==> config.mk <==
export PLATFORM = sky130hd
export DESIGN_NAME = cosine_similarity_rows_top
export DESIGN_NICKNAME = d
export VERILOG_FILES = /design/src/sv/csr_pkg.sv /design/src/sv/csr_front.sv /design/src/sv/csr_queue.sv /design/src/sv/csr_back.sv /design/src/sv/cosine_similarity_rows_top.sv
export SDC_FILE = /design/constraint.sdc
export NUM_CORES = 2
export LEC_CHECK = 0
export BUFFER_PORTS_ARGS = -buffer_cell sky130_fd_sc_hd__buf_2
export CAP_MARGIN = 20
export CORE_AREA = 2 2 404 406
export DETAILED_ROUTE_END_ITERATION = 6
export DIE_AREA = 0 0 406 408
export GPL_TIMING_DRIVEN = 1
export PLACE_DENSITY_LB_ADDON = 0.1
export SLEW_MARGIN = 10
export SYNTH_ARGS = -nofsm -noshare
export SYNTH_HDL_FRONTEND = slang
export SYNTH_HIERARCHICAL = 1
export SYNTH_SLANG_ARGS = --single-unit
==> constraint.sdc <==
create_clock -name aclk -period 10.03 [get_ports aclk]
set_input_delay 1.5045 -clock aclk [delete_from_list [all_inputs] [get_ports aclk]]
set_output_delay 1.5045 -clock aclk [all_outputs]
set_load 0.03 [all_outputs]
==> src/sv/csr_pkg.sv <==
// Shared types and constants for the row-pair cosine similarity block.
`default_nettype none
package csr_pkg;

    localparam int ELEM_W  = 16;
    localparam int DOT_W   = 42;
    localparam int NORM_W  = 41;
    localparam int COS_W   = 16;
    localparam int PROD_W  = 2 * NORM_W;
    localparam int NUM_W   = NORM_W + COS_W - 1;
    localparam int EPS_W   = 64;

    // Accumulator clamp value, 2^40.
    localparam logic [NORM_W-1:0] ACC_LIM = {1'b1, {(NORM_W-1){1'b0}}};

    // One finished row: the three saturated sums.
    typedef struct packed {
        logic signed [DOT_W-1:0] dot_xy;
        logic [NORM_W-1:0]       norm_xx;
        logic [NORM_W-1:0]       norm_yy;
    } row_sums_t;

endpackage
`default_nettype wire

==> src/sv/csr_front.sv <==
// Front end: accepts element pairs and keeps the saturating row sums.
`default_nettype none
module csr_front (
    input  wire logic                  aclk,
    input  wire logic                  aresetn,
    input  wire logic                  in_valid,
    output logic                       in_ready,
    input  wire logic signed [csr_pkg::ELEM_W-1:0] x_elem,
    input  wire logic signed [csr_pkg::ELEM_W-1:0] y_elem,
    input  wire logic                  last_elem,
    input  wire logic                  q_full,
    output logic                       q_push,
    output csr_pkg::row_sums_t         q_data
);
    localparam int PW = 2 * csr_pkg::ELEM_W;

    logic signed [csr_pkg::DOT_W-1:0] cross_reg, cross_next;
    logic [csr_pkg::NORM_W-1:0]       sx_reg, sx_next, sy_reg, sy_next;
    logic signed [PW-1:0]             pxy, pxx, pyy;
    logic signed [csr_pkg::DOT_W:0]   sum_c;
    logic [csr_pkg::NORM_W:0]         sum_x, sum_y;
    logic signed [csr_pkg::DOT_W:0]   lim_p, lim_n;
    logic                             take;

    assign in_ready = !q_full;
    assign take     = in_valid && in_ready;

    always_comb begin
        pxy   = x_elem * y_elem;
        pxx   = x_elem * x_elem;
        pyy   = y_elem * y_elem;
        lim_p = $signed({2'b00, csr_pkg::ACC_LIM});
        lim_n = -lim_p;
        sum_c = $signed({cross_reg[csr_pkg::DOT_W-1], cross_reg})
              + $signed({{(csr_pkg::DOT_W+1-PW){pxy[PW-1]}}, pxy});
        sum_x = {1'b0, sx_reg} + {{(csr_pkg::NORM_W+1-PW){1'b0}}, pxx};
        sum_y = {1'b0, sy_reg} + {{(csr_pkg::NORM_W+1-PW){1'b0}}, pyy};

        if (sum_c > lim_p) begin
            cross_next = lim_p[csr_pkg::DOT_W-1:0];
        end else if (sum_c < lim_n) begin
            cross_next = lim_n[csr_pkg::DOT_W-1:0];
        end else begin
            cross_next = sum_c[csr_pkg::DOT_W-1:0];
        end
        sx_next = (sum_x > {1'b0, csr_pkg::ACC_LIM}) ? csr_pkg::ACC_LIM
                                                      : sum_x[csr_pkg::NORM_W-1:0];
        sy_next = (sum_y > {1'b0, csr_pkg::ACC_LIM}) ? csr_pkg::ACC_LIM
                                                      : sum_y[csr_pkg::NORM_W-1:0];

        q_push         = take && last_elem;
        q_data.dot_xy  = cross_next;
        q_data.norm_xx = sx_next;
        q_data.norm_yy = sy_next;
    end

    always_ff @(posedge aclk) begin
        if (!aresetn) begin
            cross_reg <= '0;
            sx_reg    <= '0;
            sy_reg    <= '0;
        end else if (take) begin
            if (last_elem) begin
                cross_reg <= '0;
                sx_reg    <= '0;
                sy_reg    <= '0;
            end else begin
                cross_reg <= cross_next;
                sx_reg    <= sx_next;
                sy_reg    <= sy_next;
            end
        end
    end

endmodule
`default_nettype wire

==> src/sv/csr_queue.sv <==
// Two-entry queue of finished row sums between front and back end.
`default_nettype none
module csr_queue (
    input  wire logic               aclk,
    input  wire logic               aresetn,
    input  wire logic               push,
    input  wire csr_pkg::row_sums_t push_data,
    output logic                    full,
    input  wire logic               pop,
    output logic                    empty,
    output csr_pkg::row_sums_t      pop_data
);
    csr_pkg::row_sums_t mem_reg [2];
    logic       wr_ptr_reg, rd_ptr_reg;
    logic [1:0] count_reg;

    assign full     = (count_reg == 2'd2);
    assign empty    = (count_reg == 2'd0);
    assign pop_data = mem_reg[rd_ptr_reg];

    always_ff @(posedge aclk) begin
        if (push) begin
            mem_reg[wr_ptr_reg] <= push_data;
        end
    end

    always_ff @(posedge aclk) begin
        if (!aresetn) begin
            wr_ptr_reg <= 1'b0;
            rd_ptr_reg <= 1'b0;
            count_reg  <= 2'd0;
        end else begin
            if (push) begin
                wr_ptr_reg <= !wr_ptr_reg;
            end
            if (pop) begin
                rd_ptr_reg <= !rd_ptr_reg;
            end
            count_reg <= count_reg + {1'b0, push} - {1'b0, pop};
        end
    end

endmodule
`default_nettype wire

==> src/sv/csr_back.sv <==
// Back end: squared-norm product, integer root, divide and output register.
`default_nettype none
module csr_back (
    input  wire logic                          aclk,
    input  wire logic                          aresetn,
    input  wire logic [csr_pkg::EPS_W-1:0]     eps,
    input  wire logic                          q_empty,
    input  wire csr_pkg::row_sums_t            q_data,
    output logic                               q_pop,
    output logic                               out_valid,
    input  wire logic                          out_ready,
    output logic signed [csr_pkg::COS_W-1:0]   cosine,
    output csr_pkg::row_sums_t                 sums
);
    localparam int NW = csr_pkg::NORM_W;
    localparam int PW = csr_pkg::PROD_W;
    localparam int QW = csr_pkg::NUM_W;
    localparam int RW = NW + 3;
    localparam logic [5:0] LAST_NB = 6'(NW - 1);
    localparam logic [5:0] LAST_QB = 6'(QW - 1);
    localparam logic [QW-1:0] MAG_MAX = QW'(32768);
    localparam logic [QW-1:0] POS_MAX = QW'(32767);

    typedef enum logic [2:0] {IDLE, MUL, CHK, SQRT, DIV, DONE, HOLD} state_t;

    state_t             state_reg;
    csr_pkg::row_sums_t row_reg;
    logic [5:0]         cnt_reg;
    logic [PW-1:0]      prod_reg;
    logic [NW-1:0]      mb_reg;
    logic [RW-1:0]      rem_reg;
    logic [NW-1:0]      root_reg;
    logic [NW-1:0]      drem_reg;
    logic [QW-1:0]      num_reg;
    logic               neg_reg;
    logic               out_valid_reg;
    logic signed [csr_pkg::COS_W-1:0] cos_reg;

    logic [RW-1:0] s_rem, s_trial;
    logic [NW:0]   d_r2;
    logic [NW-1:0] dot_mag;

    always_comb begin
        s_rem   = {rem_reg[RW-3:0], prod_reg[PW-1:PW-2]};
        s_trial = {1'b0, root_reg, 2'b01};
        d_r2    = {drem_reg, num_reg[QW-1]};
        dot_mag = row_reg.dot_xy[csr_pkg::DOT_W-1] ? NW'(-row_reg.dot_xy)
                                                    : NW'(row_reg.dot_xy);
    end

    assign q_pop     = (state_reg == IDLE) && !q_empty;
    assign out_valid = out_valid_reg;
    assign cosine    = cos_reg;
    assign sums      = row_reg;

    always_ff @(posedge aclk) begin
        if (!aresetn) begin
            state_reg     <= IDLE;
            out_valid_reg <= 1'b0;
            cnt_reg       <= '0;
        end else begin
            case (state_reg)
                IDLE: begin
                    if (!q_empty) begin
                        row_reg   <= q_data;
                        prod_reg  <= '0;
                        mb_reg    <= q_data.norm_yy;
                        cnt_reg   <= '0;
                        state_reg <= MUL;
                    end
                end
                // Shift-and-add multiply, one bit of norm_yy per cycle.
                MUL: begin
                    prod_reg <= {prod_reg[PW-2:0], 1'b0}
                              + (mb_reg[NW-1] ? {{NW{1'b0}}, row_reg.norm_xx} : '0);
                    mb_reg   <= {mb_reg[NW-2:0], 1'b0};
                    cnt_reg  <= cnt_reg + 6'd1;
                    if (cnt_reg == LAST_NB) begin
                        state_reg <= CHK;
                    end
                end
                CHK: begin
                    neg_reg  <= row_reg.dot_xy[csr_pkg::DOT_W-1];
                    rem_reg  <= '0;
                    root_reg <= '0;
                    cnt_reg  <= '0;
                    if (prod_reg < {{(PW-csr_pkg::EPS_W){1'b0}}, eps}) begin
                        cos_reg   <= '0;
                        state_reg <= DONE;
                    end else begin
                        state_reg <= SQRT;
                    end
                end
                // Digit-by-digit square root, two product bits per cycle.
                SQRT: begin
                    prod_reg <= {prod_reg[PW-3:0], 2'b00};
                    if (s_rem >= s_trial) begin
                        rem_reg  <= s_rem - s_trial;
                        root_reg <= {root_reg[NW-2:0], 1'b1};
                    end else begin
                        rem_reg  <= s_rem;
                        root_reg <= {root_reg[NW-2:0], 1'b0};
                    end
                    cnt_reg <= cnt_reg + 6'd1;
                    if (cnt_reg == LAST_NB) begin
                        drem_reg  <= '0;
                        num_reg   <= {dot_mag, {(QW-NW){1'b0}}};
                        cnt_reg   <= '0;
                        state_reg <= DIV;
                    end
                end
                // Restoring divide; quotient bits shift into num_reg.
                DIV: begin
                    if (root_reg == '0) begin
                        cos_reg   <= '0;
                        state_reg <= DONE;
                    end else begin
                        if (d_r2 >= {1'b0, root_reg}) begin
                            drem_reg <= NW'(d_r2 - {1'b0, root_reg});
                            num_reg  <= {num_reg[QW-2:0], 1'b1};
                        end else begin
                            drem_reg <= d_r2[NW-1:0];
                            num_reg  <= {num_reg[QW-2:0], 1'b0};
                        end
                        cnt_reg <= cnt_reg + 6'd1;
                        if (cnt_reg == LAST_QB) begin
                            state_reg <= HOLD;
                        end
                    end
                end
                HOLD: begin
                    if (neg_reg) begin
                        cos_reg <= (num_reg > MAG_MAX) ? -16'sd32768
                                                       : -$signed(num_reg[15:0]);
                    end else begin
                        cos_reg <= (num_reg > POS_MAX) ? 16'sd32767
                                                       : $signed(num_reg[15:0]);
                    end
                    state_reg <= DONE;
                end
                DONE: begin
                    if (!out_valid_reg) begin
                        out_valid_reg <= 1'b1;
                    end else if (out_ready) begin
                        out_valid_reg <= 1'b0;
                        state_reg     <= IDLE;
                    end
                end
                default: begin
                    state_reg <= IDLE;
                end
            endcase
        end
    end

endmodule
`default_nettype wire

==> src/sv/cosine_similarity_rows_top.sv <==
// Top level of the streaming row-pair cosine similarity block.
// The block takes one x/y element pair per cycle unless the queue is full, and
// keeps saturating sums of x*y, x*x and y*y; tlast closes a row. Each row yields
// one result transaction with the three sums and the cosine in signed Q1.15,
// zero when norm_xx*norm_yy is below eps_product. The element front end runs at
// one transaction per cycle while the queue has room; finished rows wait in a
// two-entry queue for the back end, whose serial multiply, square root and divide
// set the row cost together with the output handshake. Short rows are therefore
// limited by the back end.
`default_nettype none
module cosine_similarity_rows_top (
    input  wire logic          aclk,
    input  wire logic          aresetn,
    input  wire logic          eps_product_we,
    input  wire logic [63:0]   eps_product_wdata,
    input  wire logic          s_tvalid,
    output logic               s_tready,
    input  wire logic [31:0]   s_tdata,   // x_elem[15:0], y_elem[31:16]
    input  wire logic          s_tlast,
    output logic               m_tvalid,
    input  wire logic          m_tready,
    output logic [143:0]       m_tdata    // cosine, dot_xy, norm_xx, norm_yy, zero pad
);
    logic [csr_pkg::EPS_W-1:0]  eps_reg;
    logic                       q_full, q_empty, q_push, q_pop;
    csr_pkg::row_sums_t         push_data, pop_data, sums;
    logic signed [csr_pkg::COS_W-1:0] cosine;

    always_ff @(posedge aclk) begin
        if (!aresetn) begin
            eps_reg <= 64'd1;
        end else if (eps_product_we) begin
            eps_reg <= eps_product_wdata;
        end
    end

    csr_front u_front (
        .aclk      (aclk),
        .aresetn   (aresetn),
        .in_valid  (s_tvalid),
        .in_ready  (s_tready),
        .x_elem    (s_tdata[15:0]),
        .y_elem    (s_tdata[31:16]),
        .last_elem (s_tlast),
        .q_full    (q_full),
        .q_push    (q_push),
        .q_data    (push_data)
    );

    csr_queue u_queue (
        .aclk      (aclk),
        .aresetn   (aresetn),
        .push      (q_push),
        .push_data (push_data),
        .full      (q_full),
        .pop       (q_pop),
        .empty     (q_empty),
        .pop_data  (pop_data)
    );

    csr_back u_back (
        .aclk      (aclk),
        .aresetn   (aresetn),
        .eps       (eps_reg),
        .q_empty   (q_empty),
        .q_data    (pop_data),
        .q_pop     (q_pop),
        .out_valid (m_tvalid),
        .out_ready (m_tready),
        .cosine    (cosine),
        .sums      (sums)
    );

    assign m_tdata = {4'b0000, sums.norm_yy, sums.norm_xx, sums.dot_xy, cosine};

endmodule
`default_nettype wire

==> reports/metrics.yaml <==
grt:
  grt_pass1_vias: 60830
  antenna_found_initial: 5
  globalRoute.totalOverflow: 0
  grtUsageTotal: 0.2527
  grt_pass1_wl_um: 333200
  grt_start_max_net_pins: 80
sta:
  tightest_slew_ns: 1.170
  skew_ns: 0.04634
  clock.fmax_ghz: 0.1021
  post-route-period-util: 0.9769
  fin_crit_ns: 9.799
  setup_violations: 0
  drv_slew: 0
  relSlewSlack: 0.2194
  setup_tns_ns: 0
  finalHoldViolations: 0
placement:
  place_congestion: 0.9090
  io_buffers: 243
  dp_cells: 10890
  hpwlAfterDp_um: 167000
synth:
  synth_common_cells: "inv_1, nand2_1, fa_1"
  synth_top_area_cell: "edfxtp_1"
  ys_warn_count: 6
  ys_ff_latch: 895
  synth.distinct_cells: 106
  synth.top_cell.area_share: 0.2594
  synth_area_per_cell_um2: 9.866
  synth.most_common_cell: "inv_1"
  yosysSeqAreaShare: 0.3102
  netlist_area_um2: 80090
  netlist_instances: 8118
  async_flop_share: 0
  synth_ff_type: "edfxtp_1"
  synth.area.top_cells: "edfxtp_1, fa_1, ha_1"
  synth_edf_count: 692
min_path:
  hp-start: "u_front/sx_reg[6]$_SDFFE_PN0P_"
  hp-class: "flip-flop to flip-flop"
critical_path:
  cp_data_required_time_ns: 10.66
  crit_buf_inv: 10
  r2r_start: "u_front/cross_reg[15]$_SDFFE_PN0P_"
  cp_slowest_stage_delay_ns: 0.58
  critPathKind: "primary input to flip-flop"
  cp-startpoint: "s_tdata[10]"
  arrival_ns: 10.43
  worstPathMaxFanout: 8
  r2r_slack_ns: 2.79
  critPathLaunchType: "primary input"
  slowest_stage: "or4_4"
  crit_top_cell: "fa_1"
  cp_top_family: "adder cells"
  end_kind: "flip-flop"
floorplan:
  ios: 248
  coreArea_um2: 161700
  num_rows: 148
  die_h_um: 408
  die_w_um: 406
  die-area_um2: 165600
  initial_core_util: 0.4954
cells_and_area:
  instances_no_fill: 11100
  drive_above_1_share: 0.1709
  n_antenna_cell: 0
  largest_reg_flops: 248
  ff_latch_area_um2: 24850
  utilization: 0.5746
  areaGrowthSynthToFinish_pct: 15.98
  multi_input_area_um2: 50520
  final_nets: 10320
  fillers: 14260
clock_tree:
  cts_max_level: 3
  cts_root_buffer: "clkbuf_16"
  postCtsHoldBufs: 0
  cts.path.max_buffers: 3
  cts.reportedPaths.clkPinSlew_ns: 0.06
  cts_tree: "built"
  clk_latency_ns: 0.71
  clock-sinks: 895
  numCtsBuffers: 96
drt:
  top_layer: "met5"
  drt-total-wl_um: 209100
  post-route-drc-count: 0
  wl_per_cell_um: 18.84
  drt_iter0_drc: 3787
  viasPerCell: 5.367
  num_vias: 59580
  ant_nets: 0
  met1_length_um: 91660
  drt_pass1_iterations: 6
  wl_met2_um: 104200
  wl_met3_um: 7876
job:
  drv_cap: 0
status:
  status: "completed"
## stage by stage
| stage | hold WS, ns | worst slack (ns) | cell area (um2) |
|---|---|---|---|
| 3_3_place_gp | 0.4444 | -0.9803 | 88310 |
| 2_1_floorplan | 0.4298 | 0.003562 | 80750 |
| 3_5_place_dp | 0.4583 | -1.117 | 88310 |
| 5_1_grt | 0.4878 | -0.05562 | 92900 |
| 4_1_cts | 0.4699 | 0.002524 | 91740 |
| 6_report | 0.4651 | 0.2314 | 92900 |
## path summary, 6_finish.rpt
check	end	depth (start not counted)
worst max-delay path	u_front/sx_reg[24]$_SDFFE_PN0P_	38
worst min-delay path	u_front/sx_reg[6]$_SDFFE_PN0P_	2
worst max register to register	u_front/cross_reg[9]$_SDFFE_PN0P_	23
worst min register to register	u_front/sx_reg[6]$_SDFFE_PN0P_	2
## layer usage
layer,vias to the layer above,track usage
li1,28700,-
met5,-,0
met2,1216,0.4367
met3,282,0.02464
met1,29380,0.3407
met4,4,0.06243
## worst register-to-register path, delay by kind of cell (launching register included)
family / cells / cell delay, ns
multiplexers: 1 / 0.35
XOR/XNOR: 1 / 0.16
buffers and inverters: 5 / 0.47
AO/OA/AOI/OAI: 9 / 2.78
flip-flops: 1 / 0.37
AND/OR/NAND/NOR: 1 / 0.14
adder cells (fa/ha/maj): 6 / 2.86
## logic make-up after synthesis
| family | after synthesis | synth area share |
|---|---|---|
| and+or+nand+nor | 2381 | 0.1418 |
| other | 1 | 0.00004682 |
| adders and majority gates | 1374 | 0.2915 |
| muxes | 229 | 0.03348 |
| xor gates and xnor gates | 365 | 0.04008 |
| buffers and inverters | 1510 | 0.07298 |
| AOI/OAI and AO/OA | 1363 | 0.1099 |
| DFF | 895 | 0.3102 |
## cell usage in the layout (no fill, tap or decap), types with 237 or more instances in the layout
cell      instances
edfxtp_1        692
ha_1            538
nand2_1         912
nor2_1          458
inv_1          1155
o21ai_0         267
and2_1          237
a21oi_1         315
buf_4           670
fa_1            801
## what timing repair did
item | in CTS | in global routing
resized for setup | 19 | 261
endpoints found under the setup margin | 95 | 222
gates cloned | 0 | 5
buffers inserted | 4 | 21
pin swaps | 6 | 134
## area by class of cell
type,instances,area share
Clock buffer,135,0.03041
Clock inverter,46,0.005212
Inverter,1180,0.04783
Multi-Input combinational cell,5717,0.5438
Sequential cell,895,0.2675
Tap cell,2175,0.02929
Timing Repair Buffer,954,0.07598
Power is not shown: default switching activity piles up to over one toggle a cycle in this logic, so the estimate is an artifact.
